===== src/hw/rtl/gerpw_pkg.sv =====
// gerpw_pkg: widths, register indexes, beat struct and the gamma threshold table
// builder for the gamma encode rgba pixel writer
// depends on nothing
`default_nettype none

package gerpw_pkg;

    localparam int PIX_W      = 12;
    localparam int DIM_W      = 13;
    localparam int VAL_W      = 16;
    localparam int CODE_W     = 8;
    localparam int ADDR_W     = 26;
    localparam int CFG_IDX_W  = 8;
    localparam int PROD_W     = DIM_W + DIM_W;

    localparam int MAX_DIM_DEF       = 4096;
    localparam int FRACTION_BITS_DEF = 15;
    localparam int FRAC_BITS_MAX     = 20;

    localparam int CODE_MAX    = (1 << CODE_W) - 1;
    localparam int THR_W       = FRAC_BITS_MAX + 1;
    localparam int BIG_W       = 200;
    localparam int LANE_STAGES = CODE_W;
    localparam int ADDR_STAGES = 3;

    localparam logic [DIM_W-1:0] WIDTH_RESET  = DIM_W'(640);
    localparam logic [DIM_W-1:0] HEIGHT_RESET = DIM_W'(480);

    typedef enum logic [CFG_IDX_W-1:0] {
        REG_FRAME_WIDTH  = CFG_IDX_W'(0),
        REG_FRAME_HEIGHT = CFG_IDX_W'(1)
    } t_reg_idx;

    typedef struct packed {
        logic              in_bounds;
        logic [ADDR_W-1:0] byte_address;
    } t_addr_beat;

    typedef logic [CODE_MAX:0][THR_W-1:0] t_thr_table;

    // entry c is the smallest value v with v^5 * 255^11 >= c^11 * 2^(5*frac_bits)
    function automatic t_thr_table gamma_table(input int frac_bits);
        t_thr_table        tbl;
        logic [BIG_W-1:0]  k255;
        logic [BIG_W-1:0]  rhs;
        logic [BIG_W-1:0]  lhs;
        logic [THR_W:0]    lo;
        logic [THR_W:0]    hi;
        logic [THR_W:0]    mid;
        tbl  = '0;
        k255 = BIG_W'(1);
        for (int i = 0; i < 11; i++) begin
            k255 = k255 * BIG_W'(CODE_MAX);
        end
        for (int c = 1; c <= CODE_MAX; c++) begin
            rhs = BIG_W'(1);
            for (int i = 0; i < 11; i++) begin
                rhs = rhs * BIG_W'(c);
            end
            rhs = rhs << (5 * frac_bits);
            lo  = '0;
            hi  = (THR_W + 1)'(1) << frac_bits;
            while (lo < hi) begin
                mid = (lo + hi) >> 1;
                lhs = BIG_W'(mid);
                for (int i = 0; i < 4; i++) begin
                    lhs = lhs * BIG_W'(mid);
                end
                lhs = lhs * k255;
                if (lhs >= rhs) begin
                    hi = mid;
                end else begin
                    lo = mid + 1'b1;
                end
            end
            tbl[c] = THR_W'(lo);
        end
        return tbl;
    endfunction

endpackage

`default_nettype wire


===== src/hw/rtl/gerpw_lane.sv =====
// gerpw_lane: one channel of gamma encoding, a code search pipelined one bit per stage
// depends on gerpw_pkg for widths and the threshold table
`default_nettype none

module gerpw_lane #(
    parameter int FRACTION_BITS = gerpw_pkg::FRACTION_BITS_DEF
) (
    input  wire logic                         i_clk,
    input  wire logic [gerpw_pkg::VAL_W-1:0]  i_value,
    output logic      [gerpw_pkg::CODE_W-1:0] o_code
);
    import gerpw_pkg::*;

    localparam t_thr_table THR = gamma_table(FRACTION_BITS);

    logic [VAL_W-1:0]  r_val  [LANE_STAGES];
    logic [CODE_W-1:0] r_code [LANE_STAGES];

    for (genvar k = 0; k < LANE_STAGES; k++) begin : g_stage
        logic [VAL_W-1:0]  val_in;
        logic [CODE_W-1:0] code_in;
        logic [CODE_W-1:0] trial;
        logic [CODE_W-1:0] n_code;

        if (k == 0) begin : g_first
            assign val_in  = i_value;
            assign code_in = '0;
        end else begin : g_next
            assign val_in  = r_val[k-1];
            assign code_in = r_code[k-1];
        end

        always_comb begin
            trial  = code_in | (CODE_W'(1) << (LANE_STAGES - 1 - k));
            n_code = (THR_W'(val_in) >= THR[trial]) ? trial : code_in;
        end

        always_ff @(posedge i_clk) begin
            r_val[k]  <= val_in;
            r_code[k] <= n_code;
        end
    end

    assign o_code = r_code[LANE_STAGES-1];

endmodule

`default_nettype wire


===== src/hw/rtl/gerpw_addr.sv =====
// gerpw_addr: bounds check, row flip and byte address, padded to the lane latency
// depends on gerpw_pkg for widths and the address beat struct
`default_nettype none

module gerpw_addr (
    input  wire logic                        i_clk,
    input  wire logic [gerpw_pkg::PIX_W-1:0] i_pixel_column,
    input  wire logic [gerpw_pkg::PIX_W-1:0] i_pixel_row,
    input  wire logic [gerpw_pkg::DIM_W-1:0] i_width,
    input  wire logic [gerpw_pkg::DIM_W-1:0] i_height,
    output gerpw_pkg::t_addr_beat            o_beat
);
    import gerpw_pkg::*;

    localparam int DLY = LANE_STAGES - ADDR_STAGES;

    logic              r_inb1;
    logic [DIM_W-1:0]  r_flip;
    logic [PIX_W-1:0]  r_col1;
    logic [DIM_W-1:0]  r_w;
    logic              r_inb2;
    logic [PROD_W-1:0] r_prod;
    logic [PIX_W-1:0]  r_col2;
    t_addr_beat        r_beat;
    t_addr_beat        r_dly [DLY];

    always_ff @(posedge i_clk) begin
        r_inb1 <= ({1'b0, i_pixel_column} < i_width) && ({1'b0, i_pixel_row} < i_height);
        r_flip <= i_height - DIM_W'(1) - {1'b0, i_pixel_row};
        r_col1 <= i_pixel_column;
        r_w    <= i_width;

        r_inb2 <= r_inb1;
        r_prod <= PROD_W'(r_flip) * PROD_W'(r_w);
        r_col2 <= r_col1;

        r_beat.in_bounds    <= r_inb2;
        r_beat.byte_address <= ADDR_W'({ADDR_W'(r_prod) + ADDR_W'(r_col2), 2'b00});

        r_dly[0] <= r_beat;
        for (int i = 1; i < DLY; i++) begin
            r_dly[i] <= r_dly[i-1];
        end
    end

    assign o_beat = r_dly[DLY-1];

endmodule

`default_nettype wire


===== src/hw/rtl/gamma_encode_rgba_pixel_writer.sv =====
// gamma_encode_rgba_pixel_writer: top level, frame size registers, three encode lanes,
// address unit and the merging output register
// depends on gerpw_pkg, gerpw_lane and gerpw_addr
//
// usage
//   pixel channel: a pixel beat is taken at every clock edge with start high; busy
//   stays low, so one pixel per cycle is accepted with no gaps
//   result channel: o_valid marks a result beat for one cycle; a taken pixel passes
//   through 8 code search stages per lane plus the merging register;
//   results leave in input order, one per pixel, up to one per cycle
//   the receiver cannot stall, each beat must be taken in its cycle
//   config channel: i_cfg_valid with i_cfg_index and i_cfg_data, o_cfg_ready always
//   high; index 0 is the frame width, index 1 the frame height, others are dropped;
//   write only while no pixel is in flight
//   out of frame pixels give in_bounds low with zero address and color codes
//   reset: synchronous, active low; empties the pipeline and sets the frame to
//   640 by 480
`default_nettype none

module gamma_encode_rgba_pixel_writer #(
    parameter int MAX_DIM       = gerpw_pkg::MAX_DIM_DEF,
    parameter int FRACTION_BITS = gerpw_pkg::FRACTION_BITS_DEF
) (
    input  wire logic                            i_clk,
    input  wire logic                            i_rst_n,
    input  wire logic                            start,
    output logic                                 busy,
    input  wire logic [gerpw_pkg::PIX_W-1:0]     i_pixel_column,
    input  wire logic [gerpw_pkg::PIX_W-1:0]     i_pixel_row,
    input  wire logic [gerpw_pkg::VAL_W-1:0]     i_red_linear,
    input  wire logic [gerpw_pkg::VAL_W-1:0]     i_green_linear,
    input  wire logic [gerpw_pkg::VAL_W-1:0]     i_blue_linear,
    input  wire logic                            i_cfg_valid,
    output logic                                 o_cfg_ready,
    input  wire logic [gerpw_pkg::CFG_IDX_W-1:0] i_cfg_index,
    input  wire logic [gerpw_pkg::DIM_W-1:0]     i_cfg_data,
    output logic                                 o_valid,
    output logic                                 o_in_bounds,
    output logic      [gerpw_pkg::ADDR_W-1:0]    o_byte_address,
    output logic      [gerpw_pkg::CODE_W-1:0]    o_red_code,
    output logic      [gerpw_pkg::CODE_W-1:0]    o_green_code,
    output logic      [gerpw_pkg::CODE_W-1:0]    o_blue_code,
    output logic      [gerpw_pkg::CODE_W-1:0]    o_alpha_code
);
    import gerpw_pkg::*;

    localparam int LATENCY = LANE_STAGES + 1;

    logic [DIM_W-1:0]       r_frame_width;
    logic [DIM_W-1:0]       r_frame_height;
    logic [DIM_W-1:0]       width_sat;
    logic [DIM_W-1:0]       height_sat;
    logic                   accept;
    logic [LANE_STAGES-1:0] r_vld;
    logic [VAL_W-1:0]       lane_in  [3];
    logic [CODE_W-1:0]      lane_out [3];
    t_addr_beat             addr_beat;

    assign busy        = 1'b0;
    assign o_cfg_ready = 1'b1;
    assign accept      = start && !busy;

    always_ff @(posedge i_clk) begin
        if (!i_rst_n) begin
            r_frame_width  <= WIDTH_RESET;
            r_frame_height <= HEIGHT_RESET;
        end else if (i_cfg_valid && o_cfg_ready) begin
            case (i_cfg_index)
                REG_FRAME_WIDTH:  r_frame_width  <= i_cfg_data;
                REG_FRAME_HEIGHT: r_frame_height <= i_cfg_data;
                default: ;
            endcase
        end
    end

    // dimensions above the supported maximum saturate
    always_comb begin
        width_sat  = (32'(r_frame_width) > 32'(MAX_DIM))  ? DIM_W'(MAX_DIM) : r_frame_width;
        height_sat = (32'(r_frame_height) > 32'(MAX_DIM)) ? DIM_W'(MAX_DIM) : r_frame_height;
    end

    assign lane_in[0] = i_red_linear;
    assign lane_in[1] = i_green_linear;
    assign lane_in[2] = i_blue_linear;

    for (genvar l = 0; l < 3; l++) begin : g_lane
        gerpw_lane #(
            .FRACTION_BITS (FRACTION_BITS)
        ) u_lane (
            .i_clk   (i_clk),
            .i_value (lane_in[l]),
            .o_code  (lane_out[l])
        );
    end

    gerpw_addr u_addr (
        .i_clk          (i_clk),
        .i_pixel_column (i_pixel_column),
        .i_pixel_row    (i_pixel_row),
        .i_width        (width_sat),
        .i_height       (height_sat),
        .o_beat         (addr_beat)
    );

    always_ff @(posedge i_clk) begin
        if (!i_rst_n) begin
            r_vld   <= '0;
            o_valid <= 1'b0;
        end else begin
            r_vld   <= {r_vld[LANE_STAGES-2:0], accept};
            o_valid <= r_vld[LANE_STAGES-1];
        end
    end

    // merge: out of frame beats carry zeros
    always_ff @(posedge i_clk) begin
        o_in_bounds    <= addr_beat.in_bounds;
        o_byte_address <= addr_beat.in_bounds ? addr_beat.byte_address : '0;
        o_red_code     <= addr_beat.in_bounds ? lane_out[0] : '0;
        o_green_code   <= addr_beat.in_bounds ? lane_out[1] : '0;
        o_blue_code    <= addr_beat.in_bounds ? lane_out[2] : '0;
    end

    assign o_alpha_code = CODE_W'(CODE_MAX);

    a_valid_from_start: assert property (@(posedge i_clk) disable iff (!i_rst_n)
        o_valid |-> $past(start, LATENCY))
        else $error("result beat without a pixel beat");

    a_addr_aligned: assert property (@(posedge i_clk) disable iff (!i_rst_n)
        o_valid && o_in_bounds |-> o_byte_address[1:0] == 2'b00)
        else $error("byte address not pixel aligned");

    a_zero_when_out: assert property (@(posedge i_clk) disable iff (!i_rst_n)
        o_valid && !o_in_bounds |-> o_byte_address == '0 && o_red_code == '0
            && o_green_code == '0 && o_blue_code == '0)
        else $error("out of frame beat carries data");

endmodule

`default_nettype wire


===== config.mk =====
export PLATFORM = sky130hd
export DESIGN_NAME = gamma_encode_rgba_pixel_writer
export DESIGN_NICKNAME = d
export VERILOG_FILES = /design/src/hw/rtl/gerpw_pkg.sv /design/src/hw/rtl/gerpw_lane.sv /design/src/hw/rtl/gerpw_addr.sv /design/src/hw/rtl/gamma_encode_rgba_pixel_writer.sv
export SDC_FILE = /design/constraint.sdc
export NUM_CORES = 2
export LEC_CHECK = 0
export BUFFER_PORTS_ARGS = -buffer_cell sky130_fd_sc_hd__buf_2
export CORE_UTILIZATION = 30
export CTS_CLUSTER_SIZE = 30
export DETAILED_ROUTE_END_ITERATION = 7
export PLACE_DENSITY = 0.57
export SYNTH_ARGS = -nofsm -noshare
export SYNTH_HDL_FRONTEND = slang
export SYNTH_SLANG_ARGS = --single-unit

===== constraint.sdc =====
create_clock -name i_clk -period 5.65 [get_ports i_clk]
set_input_delay 0.8475 -clock i_clk [delete_from_list [all_inputs] [get_ports i_clk]]
set_output_delay 0.8475 -clock i_clk [all_outputs]
set_load 0.1 [all_outputs]

==> results.yml <==
clock_network:
  clkSinkCount: 754
  cts_htree_levels: 3
  clkLatencyLatePin_ps: 690
  clock_path_buffers: 3
  cts_tree: "built"
  cts-resized-gates: 0
  cts_made_buffers: 85
  cts.reportedPaths.clkPinSlew_ps: 60
  cts_setup_buffers: 0
  holdBufCountCts: 0
  root_buffer: "clkbuf_16"
logic_synthesis:
  yosysTopAreaCellShare_pct: 34.2
  synth_top_family_by_area: "adder cells"
  synth_compound_area_share_pct: 19.7
  netlist_area_um2: 44100
  synth_top_cell_by_area: "dfxtp_1"
  yosys_warnings: 0
  synthCells: 5047
  synth_area_per_cell_um2: 8.74
  yosys.area_share.simple_pct: 15.7
  yosysMostFrequentCell: "dfxtp_1"
  synthAdderAreaFrac_pct: 20.5
  ys_async_sr_fraction_pct: 0
  synth.distinct_cells: 89
  synth-xor-area-share_pct: 1.45
  synth_flop_cell: "dfxtp_1"
  synth_area_leaders: "dfxtp_1, ha_1, fa_1"
  synthMuxAreaShare_pct: 2.36
  synth_edf_count: 0
  seq_area_frac_synth_pct: 34.2
  synth.top_cells.by_count: "dfxtp_1, ha_1, nand2_1, a21oi_1, o21ai_0"
  ys_ff_latch: 754
floorplanning:
  die_y_um: 385
  ios: 159
  core_um2: 146000
  num_rows: 140
  dieArea_um2: 149000
  die_w_um: 385
  start_util_pct: 30.3
sta:
  min_period_over_period_pct: 93.0
  fmaxAchievable_mhz: 190
  finalHoldViolations: 0
  relSlewSlack_pct: 24.2
  setup_violations: 0
  worst_slew_pin_slew_ps: 1140
  fin_hold_ws_ps: 255
  drv_slew: 0
  fin_skew_ps: 47.1
  period_minus_slack_ps: 5260
  rsz0062_at_grt: "false"
  fin_tns_setup_ps: 0
power:
  ir_drop_uv: 221
  powerDensity_nw_per_um2: 356
  leakagePower_nw: 22.3
  power.total_mw: 17.6
detailed_routing:
  routed_wl_mm: 118
  drtIter0Drc: 2968
  ant_nets: 0
  vias_per_cell: 5.10
  vias: 35900
  wire_per_inst_um: 16.8
  drc: 0
  dr.pass1.iters: 8
hold_path:
  hp-class: "in -> reg"
setup_path:
  worstRegToRegCells: 18
  arrival_ps: 5810
  crit_path_end: "u_addr.r_prod[23]$_DFF_P_"
  reg2reg_to: "u_addr.r_prod[23]$_DFF_P_"
  startpoint: "u_addr.r_w[2]$_DFF_P_"
  path_max_fanout: 13
  crit_path_start_kind: "flop"
  setup.worst_path.class: "reg -> reg"
  r2r_slack_ps: 390
  r2r-start: "u_addr.r_w[2]$_DFF_P_"
  end_kind: "flop"
  critPathRequiredTime_ps: 6210
global_routing:
  track_usage_pct: 15.7
  grt_max_degree: 78
  grt_pass1_wl_mm: 189
  grt_pass1_vias: 34300
  grt_overflow: 0
  antenna_found_initial: 20
job:
  drv_cap: 0
status:
  status: "completed"
cells_and_area:
  syn_to_final_growth_pct: 12.1
  drive_gt1_share_pct: 8.36
  nets: 5788
placement:
  place_congestion: 0.936
  port_buffers: 146
  hpwl_mm: 87.4
-- cell families (layout without fill, tap and decap cells) --
logic type                 Yosys count  count (layout)
and+or+nand+nor                   1431            1431
other                                2              19
muxes                               83              83
xor gates and xnor gates            73              73
adders and majority gates          650             650
buffers and inverters              668             720
AOI/OAI and AO/OA                 1386            1386
DFF                                754             754
-- per-stage QoR --
step	setup WS, ps	instances	cell area [um^2]	utilization [%]
after floorplan	702	5057	44100	-
after CTS	230	7026	49400	33.9
after global routing	71.0	7028	49400	33.9
after global placement	336	6871	46500	31.9
after detailed placement	239	6871	46500	31.9
final	395	7033	49400	33.9
-- cells in the final DEF, fill, tap and decap left out, types with 61 or more instances in the layout --
cell type  synthesis  routed
buf_4             16      68
buf_2             58     146
a21o_1            86      86
a31oi_1           76      76
nor3_1            81      81
a211oi_1          71      71
o211ai_1          75      75
nor2b_1           86      86
nor2_1           303     302
nand2_1          470     470
a21oi_1          410     410
and2_1           165     165
o21ai_0          345     343
dfxtp_1          754     738
ha_1             528     528
inv_1            339     339
nand2b_1          83      83
fa_1             122     122
clkbuf_16          0      85
mux2i_1           61      61
nand3_1           98      98
-- worst min path at each step --
stage / startpoint / to / slack, ps / cells after the start
3_3_place_gp: u_addr.r_dly[0][36]$_DFF_P_ / u_addr.r_dly[0][63]$_DFF_P_ / 310 / 0
2_1_floorplan: u_addr.r_inb2$_DFF_P_ / u_addr.r_beat[26]$_DFF_P_ / 310 / 0
3_5_place_dp: u_addr.r_dly[0][90]$_DFF_P_ / u_addr.r_dly[0][117]$_DFF_P_ / 310 / 0
5_1_grt: i_blue_linear[15] / g_lane[2].u_lane.r_val[0][15]$_DFF_P_ / 210 / 1
4_1_cts: i_blue_linear[0] / g_lane[2].u_lane.r_val[0][0]$_DFF_P_ / 190 / 1
6_report: i_blue_linear[0] / g_lane[2].u_lane.r_val[0][0]$_DFF_P_ / 260 / 1
-- critical path, stage by stage, from the launching register on --
cell and delay [ps]:
dfxtp_1 420, and2_1 210, fa_1 510, inv_1 60, fa_1 520, inv_1 50
fa_1 490, fa_1 490, inv_1 50, fa_1 520, inv_1 40, ha_1 390
a2111oi_0 370, o21ai_1 170, a21oi_1 260, o21ai_1 150, o2111ai_1 150, a31oi_1 130
xnor2_1 140
-- layer usage --
metal  up-vias  global-route usage [%]  wire length (um)
met4         2                    6.26              4240
met2      1137                    24.7             52700
met1     16800                    21.4             54400
met5         -                       0                 8
li1      17700                       -                 -
met3       245                    2.44              7140
-- flip-flops by register name, indices dropped and copies added, names as in the netlist, 8 cells and up --
| signal | flops |
|---|---|
| g_lane.u_lane.r_code | 108 |
| g_lane.u_lane.r_val | 336 |
| o_blue_code | 8 |
| o_byte_address | 24 |
| o_green_code | 8 |
| o_red_code | 8 |
| r_frame_height | 13 |
| r_frame_width | 13 |
| r_vld | 8 |
| u_addr.r_beat | 25 |
| u_addr.r_col1 | 12 |
| u_addr.r_col2 | 12 |
| u_addr.r_dly | 125 |
| u_addr.r_flip | 13 |
| u_addr.r_prod | 24 |
| u_addr.r_w | 13 |
-- area by class of cell --
type	count	area [um^2]
antenna	7	17.5
clock inverter	51	667
clock buffer	104	2290
sequential	754	15100
timing repair buffer	214	1240
inverter	351	1320
tap	1917	2400
multi-input combinational	3635	26400
fill	15100	96300
-- power breakdown --
part | switching [mW] | internal, mW | leakage [nW] | total (mW)
clock | 2.36 | 3.39 | 1.43 | 5.74
sequential | 0.462 | 5.95 | 6.31 | 6.42
combinational | 3.36 | 2.08 | 14.6 | 5.44
Power figures use the tool's default switching activity.
